$ cat src/rtl/mndd_pkg.sv
// ============================================================================
// mndd_pkg
// Shared types, constants and code-parsing helpers of the nibble delta decoder.
// ============================================================================
package mndd_pkg;

    localparam int MAX_CHANNELS = 64;
    localparam int CH_W         = $clog2(MAX_CHANNELS);
    localparam int NCH_W        = 7;
    localparam int PTS_W        = 24;
    localparam int SCNT_W       = 30;
    localparam int WORD_W       = 16;
    localparam int PEND_W       = 12;
    localparam int BUF_W        = WORD_W + PEND_W;
    localparam int BCNT_W       = 5;
    localparam int PCNT_W       = 4;
    localparam int CFG_IDX_W    = 2;
    localparam int CFG_DATA_W   = 24;

    // configuration register indexes
    localparam logic [CFG_IDX_W-1:0] REG_CHANNEL_COUNT = 2'd0;
    localparam logic [CFG_IDX_W-1:0] REG_POINTS        = 2'd1;
    localparam logic [CFG_IDX_W-1:0] REG_SWAP_BYTES    = 2'd2;

    // code lengths in bits
    localparam logic [BCNT_W-1:0] LEN_SHORT = 5'd4;
    localparam logic [BCNT_W-1:0] LEN_MID   = 5'd8;
    localparam logic [BCNT_W-1:0] LEN_LONG  = 5'd12;
    localparam logic [BCNT_W-1:0] LEN_ABS   = 5'd16;

    // bit buffer operations
    typedef struct packed {
        logic load;
        logic consume;
        logic park;
        logic clear;
    } t_buf_ctl;

    // code at the head of the bit buffer
    typedef struct packed {
        logic              avail;
        logic              absolute;
        logic [WORD_W-1:0] value;
    } t_code_info;

    // history lookup request
    typedef struct packed {
        logic [CH_W-1:0]   addr;
        logic              absolute;
        logic [WORD_W-1:0] delta;
    } t_lookup;

    function automatic logic [BCNT_W-1:0] code_len(input logic [3:0] code);
        logic [BCNT_W-1:0] len;
        if (!code[3]) begin
            len = LEN_SHORT;
        end else if (!code[2]) begin
            len = LEN_MID;
        end else if (!code[1]) begin
            len = LEN_LONG;
        end else begin
            len = LEN_ABS;
        end
        return len;
    endfunction

    // delta or absolute value of the code in the top bits
    function automatic logic [WORD_W-1:0] code_value(input logic [BUF_W-1:0] bits);
        logic [3:0]        code;
        logic [WORD_W-1:0] v;
        code = bits[BUF_W-1 -: 4];
        if (!code[3]) begin
            v = {{13{code[2]}}, code[2:0]};
        end else if (!code[2]) begin
            v = {{10{code[1]}}, code[1:0], bits[BUF_W-5 -: 4]};
        end else if (!code[1]) begin
            v = {{7{code[0]}}, code[0], bits[BUF_W-5 -: 8]};
        end else begin
            v = {{4{bits[BUF_W-5]}}, bits[BUF_W-5 -: 12]};
        end
        return v;
    endfunction

endpackage

$ cat src/rtl/mndd_bitbuf.sv
// ============================================================================
// mndd_bitbuf
// Left-aligned bit buffer: merges leftover bits with a new word, parses the
// code at its head and shifts consumed codes out.
// ============================================================================
module mndd_bitbuf (
    input  logic                       i_clk,
    input  logic                       i_rst_n,
    input  mndd_pkg::t_buf_ctl         i_ctl,
    input  logic [mndd_pkg::WORD_W-1:0] i_word,
    input  logic                       i_swap,
    output mndd_pkg::t_code_info       o_info
);
    import mndd_pkg::*;

    logic [BUF_W-1:0]  r_buf;
    logic [BCNT_W-1:0] r_cnt;
    logic [PEND_W-1:0] r_pend;
    logic [PCNT_W-1:0] r_pcnt;

    logic [WORD_W-1:0] w_word;
    logic [BCNT_W-1:0] w_len;
    logic [BCNT_W-1:0] w_excess;
    logic [BUF_W-1:0]  w_parked;
    logic [BUF_W-1:0]  w_merged;

    assign w_word   = i_swap ? {i_word[7:0], i_word[15:8]} : i_word;
    assign w_len    = code_len(r_buf[BUF_W-1 -: 4]);
    assign w_merged = {r_pend, {WORD_W{1'b0}}} | ({w_word, {PEND_W{1'b0}}} >> r_pcnt);
    // at most 15 bits are left over; keep the newest 12
    assign w_excess = r_cnt - 5'(PEND_W);
    assign w_parked = r_buf << w_excess[1:0];

    assign o_info.avail    = (r_cnt >= LEN_SHORT) && (r_cnt >= w_len);
    assign o_info.absolute = (w_len == LEN_ABS);
    assign o_info.value    = code_value(r_buf);

    always_ff @(posedge i_clk) begin
        if (!i_rst_n) begin
            r_cnt  <= '0;
            r_pend <= '0;
            r_pcnt <= '0;
        end else if (i_ctl.clear) begin
            r_cnt  <= '0;
            r_pend <= '0;
            r_pcnt <= '0;
        end else if (i_ctl.load) begin
            r_cnt <= BCNT_W'(r_pcnt) + 5'(WORD_W);
        end else if (i_ctl.consume) begin
            r_cnt <= r_cnt - w_len;
        end else if (i_ctl.park) begin
            if (r_cnt > 5'(PEND_W)) begin
                r_pend <= w_parked[BUF_W-1 -: PEND_W];
                r_pcnt <= PCNT_W'(PEND_W);
            end else begin
                r_pend <= r_buf[BUF_W-1 -: PEND_W];
                r_pcnt <= r_cnt[PCNT_W-1:0];
            end
        end
    end

    always_ff @(posedge i_clk) begin
        if (i_ctl.load) begin
            r_buf <= w_merged;
        end else if (i_ctl.consume) begin
            r_buf <= r_buf << w_len;
        end
    end

endmodule

$ cat src/rtl/mndd_hist.sv
// ============================================================================
// mndd_hist
// Per-channel history memory with valid bits and the shared 16-bit adder.
// ============================================================================
module mndd_hist (
    input  logic                        i_clk,
    input  logic                        i_rst_n,
    input  logic                        i_clear,
    input  logic                        i_lookup,
    input  mndd_pkg::t_lookup           i_req,
    input  logic                        i_commit,
    output logic [mndd_pkg::WORD_W-1:0] o_result
);
    import mndd_pkg::*;

    logic [WORD_W-1:0]       r_mem [MAX_CHANNELS];
    logic [MAX_CHANNELS-1:0] r_vld;
    logic [WORD_W-1:0]       r_rd_data;
    logic                    r_hit;
    t_lookup                 r_req;
    logic [WORD_W-1:0]       w_hist;

    // an entry not written since the last clear reads as zero
    assign w_hist   = r_hit ? r_rd_data : '0;
    assign o_result = r_req.absolute ? r_req.delta : w_hist + r_req.delta;

    always_ff @(posedge i_clk) begin
        if (i_lookup) begin
            r_rd_data <= r_mem[i_req.addr];
            r_req     <= i_req;
        end
        if (i_commit) begin
            r_mem[r_req.addr] <= o_result;
        end
    end

    always_ff @(posedge i_clk) begin
        if (!i_rst_n) begin
            r_vld <= '0;
            r_hit <= 1'b0;
        end else if (i_clear) begin
            r_vld <= '0;
            r_hit <= 1'b0;
        end else begin
            if (i_lookup) begin
                r_hit <= r_vld[i_req.addr];
            end
            if (i_commit) begin
                r_vld[r_req.addr] <= 1'b1;
            end
        end
    end

endmodule

$ cat src/rtl/multichannel_nibble_delta_decoder_core.sv
// ============================================================================
// multichannel_nibble_delta_decoder_core
// Variable-length nibble delta decoder for interleaved multichannel records.
// ============================================================================
// Usage:
//   Slave stream carries 16-bit words of the packed code stream, MSB first.
//   Master stream returns decoded samples in channel round-robin order; tuser
//   flags the last sample of a word, tlast flags the final sample of the
//   record. The cfg channel writes channel_count, points_per_channel and
//   swap_bytes; each such write restarts the record and clears the history.
//   Sequence: a word is taken in the idle state, then each sample passes
//   through a history lookup (decode state) and an add and write back
//   through the single adder (add state), and the last one returns straight
//   to idle; a word yields n samples (n = 1..4). The first sample enters
//   the output register from the add state. A word that arrives after the
//   record completes is taken and dropped in the idle state. The history
//   memory port and the shared adder set this sequence. No new word is taken
//   until the current one is fully decoded.
//   A stalled receiver holds the output register and freezes decoding.
//   Reset loads channel_count 1, points_per_channel 1, swap_bytes 0 and
//   clears history, leftover bits and counters. Once the record completes,
//   words are accepted and dropped until the next configuration write.
// ============================================================================
module multichannel_nibble_delta_decoder_core (
    input  logic                               i_clk,
    input  logic                               i_rst_n,
    // tdata: word[15:0]
    input  logic [15:0]                        i_s_tdata,
    input  logic                               i_s_tvalid,
    output logic                               o_s_tready,
    // tdata: sample[15:0], channel[21:16], zero[23:22]
    output logic [23:0]                        o_m_tdata,
    // tuser: last_of_word[0]
    output logic                               o_m_tuser,
    output logic                               o_m_tlast,
    output logic                               o_m_tvalid,
    input  logic                               i_m_tready,
    input  logic                               i_cfg_valid,
    output logic                               o_cfg_ready,
    input  logic [mndd_pkg::CFG_IDX_W-1:0]     i_cfg_index,
    input  logic [mndd_pkg::CFG_DATA_W-1:0]    i_cfg_data
);
    import mndd_pkg::*;

    localparam logic [1:0] S_IDLE   = 2'd0;
    localparam logic [1:0] S_DECODE = 2'd1;
    localparam logic [1:0] S_ADD    = 2'd2;

    logic [1:0]        r_state, n_state;
    logic [2:0]        r_n, n_n;
    logic [CH_W-1:0]   r_chan, n_chan;
    logic [CH_W-1:0]   r_ch, n_ch;
    logic [SCNT_W-1:0] r_count, n_count;
    logic              r_finished, n_finished;
    logic [SCNT_W-1:0] r_total;
    logic [NCH_W-1:0]  r_ch_count;
    logic [PTS_W-1:0]  r_points;
    logic              r_swap;

    logic              r_out_valid;
    logic [WORD_W-1:0] r_out_sample;
    logic [CH_W-1:0]   r_out_ch;
    logic              r_out_low;
    logic              r_out_done;

    logic [NCH_W-1:0]  w_nch;
    logic [PTS_W-1:0]  w_pts;
    logic [30:0]       w_prod;
    logic              w_cfg_wr;
    logic              w_restart;
    logic              w_in_acc;
    logic              w_out_free;
    logic              w_emit;
    logic              w_done;
    logic              w_more;
    logic [CH_W-1:0]   w_cur_ch;
    logic [WORD_W-1:0] w_result;

    t_buf_ctl          w_ctl;
    t_code_info        w_info;
    t_lookup           w_req;
    logic              w_lookup;

    // effective configuration
    always_comb begin
        if (r_ch_count == '0) begin
            w_nch = NCH_W'(1);
        end else if (r_ch_count > NCH_W'(MAX_CHANNELS)) begin
            w_nch = NCH_W'(MAX_CHANNELS);
        end else begin
            w_nch = r_ch_count;
        end
        w_pts = (r_points == '0) ? PTS_W'(1) : r_points;
    end
    assign w_prod = {24'b0, w_nch} * {7'b0, w_pts};

    assign o_cfg_ready = 1'b1;
    assign w_cfg_wr    = i_cfg_valid && o_cfg_ready;
    assign w_restart   = w_cfg_wr && (i_cfg_index == REG_CHANNEL_COUNT
                         || i_cfg_index == REG_POINTS || i_cfg_index == REG_SWAP_BYTES);

    assign o_s_tready = (r_state == S_IDLE);
    assign w_in_acc   = i_s_tvalid && o_s_tready;
    assign w_out_free = !r_out_valid || i_m_tready;

    assign w_cur_ch = ({1'b0, r_chan} >= w_nch) ? '0 : r_chan;
    assign w_done   = (r_count + SCNT_W'(1)) == r_total;
    // in the add state the buffer is already shifted past the current code
    assign w_more   = w_info.avail && (r_n != 3'd4);
    assign w_emit   = (r_state == S_ADD) && w_out_free;

    assign w_req.addr     = w_cur_ch;
    assign w_req.absolute = w_info.absolute;
    assign w_req.delta    = w_info.value;

    always_comb begin
        n_state    = r_state;
        n_n        = r_n;
        n_chan     = r_chan;
        n_ch       = r_ch;
        n_count    = r_count;
        n_finished = r_finished;
        w_ctl      = '0;
        w_lookup   = 1'b0;
        case (r_state)
            S_IDLE: begin
                if (w_in_acc && !r_finished) begin
                    w_ctl.load = 1'b1;
                    n_n        = '0;
                    n_state    = S_DECODE;
                end
            end
            S_DECODE: begin
                if (w_more) begin
                    w_ctl.consume = 1'b1;
                    w_lookup      = 1'b1;
                    n_ch          = w_cur_ch;
                    n_n           = r_n + 3'd1;
                    n_state       = S_ADD;
                end else begin
                    w_ctl.park = 1'b1;
                    n_state    = S_IDLE;
                end
            end
            S_ADD: begin
                if (w_out_free) begin
                    n_count = r_count + SCNT_W'(1);
                    n_chan  = ({1'b0, r_ch} + NCH_W'(1) >= w_nch) ? '0 : r_ch + CH_W'(1);
                    if (w_done) begin
                        n_finished  = 1'b1;
                        w_ctl.clear = 1'b1;
                        n_state     = S_IDLE;
                    end else if (w_more) begin
                        n_state = S_DECODE;
                    end else begin
                        w_ctl.park = 1'b1;
                        n_state    = S_IDLE;
                    end
                end
            end
            default: begin
                n_state = S_IDLE;
            end
        endcase
        if (w_restart) begin
            w_ctl.clear = 1'b1;
        end
    end

    mndd_bitbuf u_bitbuf (
        .i_clk   (i_clk),
        .i_rst_n (i_rst_n),
        .i_ctl   (w_ctl),
        .i_word  (i_s_tdata),
        .i_swap  (r_swap),
        .o_info  (w_info)
    );

    mndd_hist u_hist (
        .i_clk    (i_clk),
        .i_rst_n  (i_rst_n),
        .i_clear  (w_restart),
        .i_lookup (w_lookup),
        .i_req    (w_req),
        .i_commit (w_emit),
        .o_result (w_result)
    );

    always_ff @(posedge i_clk) begin
        if (!i_rst_n) begin
            r_state    <= S_IDLE;
            r_n        <= '0;
            r_chan     <= '0;
            r_ch       <= '0;
            r_count    <= '0;
            r_finished <= 1'b0;
            r_total    <= SCNT_W'(1);
            r_ch_count <= NCH_W'(1);
            r_points   <= PTS_W'(1);
            r_swap     <= 1'b0;
        end else begin
            r_state    <= n_state;
            r_n        <= n_n;
            r_ch       <= n_ch;
            r_total    <= w_prod[SCNT_W-1:0];
            if (w_restart) begin
                r_chan     <= '0;
                r_count    <= '0;
                r_finished <= 1'b0;
            end else begin
                r_chan     <= n_chan;
                r_count    <= n_count;
                r_finished <= n_finished;
            end
            if (w_cfg_wr) begin
                case (i_cfg_index)
                    REG_CHANNEL_COUNT: r_ch_count <= i_cfg_data[NCH_W-1:0];
                    REG_POINTS:        r_points   <= i_cfg_data[PTS_W-1:0];
                    REG_SWAP_BYTES:    r_swap     <= i_cfg_data[0];
                    default: ;
                endcase
            end
        end
    end

    // output register
    always_ff @(posedge i_clk) begin
        if (!i_rst_n) begin
            r_out_valid <= 1'b0;
        end else if (w_emit) begin
            r_out_valid <= 1'b1;
        end else if (i_m_tready) begin
            r_out_valid <= 1'b0;
        end
    end

    always_ff @(posedge i_clk) begin
        if (w_emit) begin
            r_out_sample <= w_result;
            r_out_ch     <= r_ch;
            r_out_low    <= w_done || !w_more;
            r_out_done   <= w_done;
        end
    end

    assign o_m_tvalid = r_out_valid;
    assign o_m_tdata  = {2'b00, r_out_ch, r_out_sample};
    assign o_m_tuser  = r_out_low;
    assign o_m_tlast  = r_out_done;

    a_finished_idle: assert property (@(posedge i_clk) disable iff (!i_rst_n)
        r_finished |-> (r_state == S_IDLE))
        else $error("record finished while decoding");

    a_add_count: assert property (@(posedge i_clk) disable iff (!i_rst_n)
        (r_state == S_ADD) |-> (r_n != 3'd0 && r_n <= 3'd4))
        else $error("sample count per word out of range");

    a_decode_next: assert property (@(posedge i_clk) disable iff (!i_rst_n)
        (r_state == S_DECODE) |=> (r_state == S_ADD || r_state == S_IDLE))
        else $error("bad state after decode");

endmodule
$ cat config.mk
export PLATFORM = sky130hd
export DESIGN_NAME = multichannel_nibble_delta_decoder_core
export DESIGN_NICKNAME = d
export VERILOG_FILES = /design/src/rtl/mndd_pkg.sv /design/src/rtl/mndd_bitbuf.sv /design/src/rtl/mndd_hist.sv /design/src/rtl/multichannel_nibble_delta_decoder_core.sv
export SDC_FILE = /design/constraint.sdc
export NUM_CORES = 2
export LEC_CHECK = 0
export BUFFER_PORTS_ARGS = -buffer_cell sky130_fd_sc_hd__buf_2
export CAP_MARGIN = 20
export CELL_PAD_IN_SITES_DETAIL_PLACEMENT = 0
export CELL_PAD_IN_SITES_GLOBAL_PLACEMENT = 1
export CORE_ASPECT_RATIO = 1.75
export CORE_MARGIN = 4
export CORE_UTILIZATION = 55
export DETAILED_ROUTE_END_ITERATION = 10
export GPL_TIMING_DRIVEN = 1
export PLACE_DENSITY = 0.84
export SYNTH_ARGS = -nofsm -noshare
export SYNTH_HDL_FRONTEND = slang
export SYNTH_SLANG_ARGS = --single-unit
$ cat constraint.sdc
create_clock -name i_clk -period 19.97 [get_ports i_clk]
set_clock_uncertainty 0.1 [all_clocks]
set_input_delay 3.994 -clock i_clk [delete_from_list [all_inputs] [get_ports i_clk]]
set_output_delay 3.994 -clock i_clk [all_outputs]
set_load 0.02 [all_outputs]
# Yosys cells after proc, flatten, opt, wreduce, memory -nomap -nowiden
# Memory sizes are Yosys's and may differ from the RTL's. A register that Yosys moved wholly into a read port is not among the register bits.
# Cells that the tools add are included.
# op_classes
div_mod_pow	0
add_sub_neg	8
eq_ne	10
bitwise	5
shift	3
n_reduce_logical	32
magnitude_cmp	9
n_mux	48
mul	1
# op_table
operator	count
two-way mux 16 bit	6
OR 64 bit	1
two-way mux 28 bit	2
adder 30 x 1 -> 30 bit, second input constant	1
== test 30 bit	1
multiplier 7 x 24 -> 30 bit	1
OR 28 bit	1
<< shifter 28 x 2 -> 28 bit	1
<< shifter 28 x 5 -> 28 bit	1
>> shifter 28 x 4 -> 28 bit	1
two-way mux 5 bit	5
logical NOT 24 bit	1
two-way mux 24 bit	1
adder 16 bit	1
two-way mux 1 bit	16
less-than comparator 6 x 7 -> 1 bit, second input constant	2
two-way mux 7 bit	2
two-way mux 12 bit	1
two-way mux 6 bit	2
AND reduction 2 bit	6
two-way mux 2 bit	5
AND reduction 3 bit	3
adder 6 x 1 -> 7 bit, second input constant	1
greater-or-equal comparator 6 x 7 -> 1 bit	1
32 further kinds	53
# totals
romBits	0
wordCells	141
mem_count	1
mem_bits_rw	1024
input_bits	47
reg_bits	272
latchBits	0
output_inout_bits	29
# memory_table
name	words	width	rd	rd_ports_with_merged_regs	write_ports	line	text
u_hist.r_mem	64	16	1	1	1	mndd_hist.sv:16	logic [WORD_W-1:0] r_mem [MAX_CHANNELS];

# Longest topological paths before layout
# logic_depth
word_depth	12
depth_mapped	24
ltp_nobuf	23

# Cells and area by module
# From an unflattened synthesis, not the netlist that was laid out.
# unflattened
hier_cells	3789
hier_area_um2	59348.2
# modules_own_cells
module	area_per_inst_um2	seq_area_each_um2	cells_each	instances
mndd_hist	43616.8	33221.9	1973	1
multichannel_nibble_delta_decoder_core	11330.9	2942.8	1300	1
mndd_bitbuf	4400.5	1261.2	516	1

# Worst setup path after synthesis
# No wires, ideal clock.
# synth_path
path_kind	input-to-reg
startpoint	input port i_m_tready
endpoint	memory u_hist.r_mem[29][0] (enable)
n_path_buf	2
slack_ns	12.733
required_ns	19.480
cell_stages	7
arrival_ns	6.747
cell_sequence	nor2b_1 nand2b_1 clkbuf_1 inv_1 buf_1 nand4b_1 nor2_1
# synth_between
elab_chain_len	4
# synth_rtl
element	line	text
from (decl)	multichannel_nibble_delta_decoder_core.sv:37	input logic i_m_tready,
logical OR 1 bit	multichannel_nibble_delta_decoder_core.sv:104	assign w_out_free = !r_out_valid || i_m_tready;
logical AND 1 bit	multichannel_nibble_delta_decoder_core.sv:110	assign w_emit = (r_state == S_ADD) && w_out_free;
via u_hist.i_commit	mndd_hist.sv:11	input logic i_commit,
two-way mux 1 bit	mndd_hist.sv:32	if (i_commit) begin
two-way mux 1 bit (implied by the code)	mndd_hist.sv:33	r_mem[r_req.addr] <= o_result;
to (decl)	mndd_hist.sv:16	
# The timed path passes the listed nets, and every way through them passes these cells.

# Worst setup path after layout
# layout_path
startpoint	input port i_m_tready
endpoint	memory u_hist.r_mem[5][11] (enable)
# layout_between
elab_chain_len	4
# layout_rtl
element	line
logical OR 1 bit	multichannel_nibble_delta_decoder_core.sv:104
logical AND 1 bit	multichannel_nibble_delta_decoder_core.sv:110
two-way mux 1 bit	mndd_hist.sv:32
two-way mux 1 bit (implied by the code)	mndd_hist.sv:33
# No other way between the ends.

==> metrics.txt <==
Post-DRT Antenna Nets=0; Clock power frac=0.403; Req. time, crit path=20300 ps; number of enable flip-flop cells after synthesis=1111; largest net degree at the start of global routing=~160; Worst Setup Path Type=primary input to flop; hold buffer count at CTS=0; Post-CTS Setup Bufs=0; RSZ-0062 raised after global routing=no; CP Max Fanout=37; Synth cell types=88; core region area=approximately 110000 µm²; Gate Count Post-Synth=just under 5000; drt drc=0; fin crit share=0.3386; Worst R2R Path Depth=16; minimum clock period=slightly below 7000 ps; reg2reg setup slack=between 10000 and 15000 ps; DRT Pass-1 Iters=7; r2r endpoint=u_hist.r_rd_data[13]$_DFFE_PP_; yosys warns=0; post-synth design cell area=~60000 µm²; layout cell share with drive strength beyond 1=0.1145; startpoint type of the worst setup path=primary input; Slew Viols, Final=0; Nets=5091; Cell Pwr Density=slightly above 80 nW/µm²; Pint=about 4.3 mW; Clock Sinks=about 1300; area share of the largest cell type after synthesis=0.5519; final hold vios=0; CP startpoint=i_m_tready; HPWL after DPL=about 110000 µm; number of port buffers=72; Root Buffer Master=clkbuf_16; clk_lat worst skew=approximately 740 ps; clock slew at reported path FFs=around 70 ps; vias post-DR=40340; first-pass GRT wire length=253900 µm; Synth Flop Type=edfxtp_1; maximum clock rate=147.9 MHz; setup_tns=0 ps; final setup fails=0; initial antenna violation count=2; most frequent cells in the layout=1111 x edfxtp_1, 514 x nand2_1, 391 x nor2_1; Mean Syn Cell Area=around 13 µm²; htree depth=3; Worst Setup EP=u_hist.r_mem[5][11]$_DFFE_PP_; Die ar.=115500 µm²; GR Overflow Total=0; TritonCTS buffer count=around 110; Worst VDD drop=between 0.00007 and 0.00008 V; Synth area leader=edfxtp_1; nature of the critical path endpoint=flop; final WL=roughly 170000 µm; clk buf depth=3; Die Span Y=between 400 and 500 µm; GR Util All Layers=0.2947; sequential share of power=0.550; commonest non-fill, non-tap cell in the layout=edfxtp_1; CTS tree=built; Via density=around 6.3; synthesis-to-finish area growth=10.00%; Wirelength per Cell=26.79 µm; post-route cell area=between 60000 and 70000 µm²; largest cells by area after synthesis=edfxtp_1 55%, dfxtp_1 6.5%, mux2i_1 3.8%; worst hold path class=flop to flop; Die W=around 260 µm; status=completed; number of fill cells in the layout=8588; share of flip-flops with an asynchronous set or reset=0; Yosys reg bits=roughly 1300; io pins=76; relative slew slack=0.2198; Placement Cell Area=62780 µm²; vias in the first global route=between 40000 and 50000; sw frac=0.2183; cell row count=160; initial DRC count=3597; GPL Wtd Cong=0.9209; Comb pwr share=0.047; LEAKAGE=roughly 23 nW; Initial Util=0.5551; Arr. time, crit path=~7100 ps; post-CTS resize count=0; Maximum Capacitance Violations=0; Psw=roughly 1.2 mW; Seq/Total Area, Yosys=0.6171; worst-margin pin slew=between 1000 and 1500 ps; Hold Crit Start=u_hist.r_vld[5]$_SDFFE_PP0P_; FF-to-FF Start=r_chan[0]$_SDFFE_PP0P_
layer usage:
metal  up-vias  track usage  part of all wire
li1      18010            -                 -
met1     20240       0.3180              0.33
met2      1618       0.5336              0.52
met3       479      0.03226             0.054
met4         2       0.2138             0.088
met5         -            0          0.000076
kinds of logic after synthesis:
kind of cell,count (synthesis),share of synthesized area
muxes,344,0.06244
DFF,1308,0.6171
other,2,0.0001242
buffers and inverters,484,0.03100
xor gates and xnor gates,98,0.01420
AOI/OAI and AO/OA,993,0.1135
and+or+nand+nor,1409,0.1074
adders and majority gates,196,0.05423
critical path: stages:
cell	delay [ps]
buf_2	80
nor2b_1	50
nand2b_1	140
buf_4	220
inv_2	670
nand4b_1	950
nor2_1	670
buf_4	300
synthesized netlist by cell type, types with 12 or more instances:
cell type and number:
o221ai_1 101, xor2_1 36, fa_1 110, mux4_2 17
o211ai_1 104, o22ai_1 21, a211oi_1 68, and3_1 16
buf_2 23, mux2i_1 232, nor4_1 16, or3_1 13
nor3_1 72, o21ai_0 151, dfxtp_1 197, nand2b_1 12
nand3_1 89, a21o_1 20, mux2_2 95, o211a_1 16
o21a_1 13, o32ai_1 18, o311ai_0 16, a41oi_1 15
and2_1 140, inv_1 153, clkbuf_1 243, a21oi_1 205
ha_1 86, nor2_1 396, nand2_1 517, edfxtp_1 1111
a31oi_1 113, buf_1 51, xnor2_1 62, nor2b_1 51
a221o_1 17, a221oi_1 23, nand4_1 33, o311a_1 17
state kept, by name, summed over array words and instances (netlist names), 4 cells and up:
register / count
u_hist.r_mem: 1024
u_hist.r_vld: 64
r_count: 30
r_total: 30
u_bitbuf.r_buf: 28
r_points: 24
u_hist.r_req: 19
r_out_sample: 16
u_hist.r_rd_data: 16
u_bitbuf.r_pend: 12
r_ch_count: 7
r_ch: 6
r_chan: 6
r_out_ch: 6
u_bitbuf.r_cnt: 5
u_bitbuf.r_pcnt: 4
power by group through the flow:
stage               clock (mW)  combinational (mW)  sequential (mW)
floorplan                    0               0.180             3.05
global placement             0               0.252             3.07
detailed placement           0               0.257             3.07
CTS                       2.23               0.258             3.01
global route              2.34               0.284             3.01
finish                    2.20               0.258             3.01
metrics by stage:
step / setup slack (ps) / hold slack, ps / power [mW] / utilization / cells
global route: 12960 / 393.5 / 5.629 / 0.6106 / 6402
finish: 13210 / 372.2 / 5.471 / 0.6106 / 6404
CTS: 13320 / 374.3 / 5.492 / 0.6103 / 6399
floorplan: 12730 / 333.1 / 3.231 / - / 4835
detailed placement: 12570 / 358.3 / 3.324 / 0.5765 / 6191
global placement: 12630 / 345.9 / 3.319 / 0.5758 / 6183
layout make-up:
class / instances / area [µm²] / share of cell area
Antenna cell: 3 / 7.507 / 0.0001129
Clock buffer: 145 / 2988 / 0.04493
Clock inverter: 63 / 696.9 / 0.01048
Inverter: 160 / 610.6 / 0.009182
Multi-Input combinational cell: 3043 / 21510 / 0.3235
Sequential cell: 1308 / 37310 / 0.5611
Tap cell: 1458 / 1824 / 0.02743
Timing Repair Buffer: 224 / 1548 / 0.02328
worst min-delay path by stage:
stage / endpoint / slack [ps] / cells after the start
final: u_hist.r_vld[5]$_SDFFE_PP0P_ / 370 / 2
after global routing: u_hist.r_vld[22]$_SDFFE_PP0P_ / 390 / 2
after CTS: u_hist.r_vld[52]$_SDFFE_PP0P_ / 370 / 2
after detailed placement: u_hist.r_vld[52]$_SDFFE_PP0P_ / 360 / 2
after global placement: u_hist.r_vld[28]$_SDFFE_PP0P_ / 350 / 2
after floorplan: u_hist.r_vld[12]$_SDFFE_PP0P_ / 330 / 2
Power figures use the tool's default switching activity.
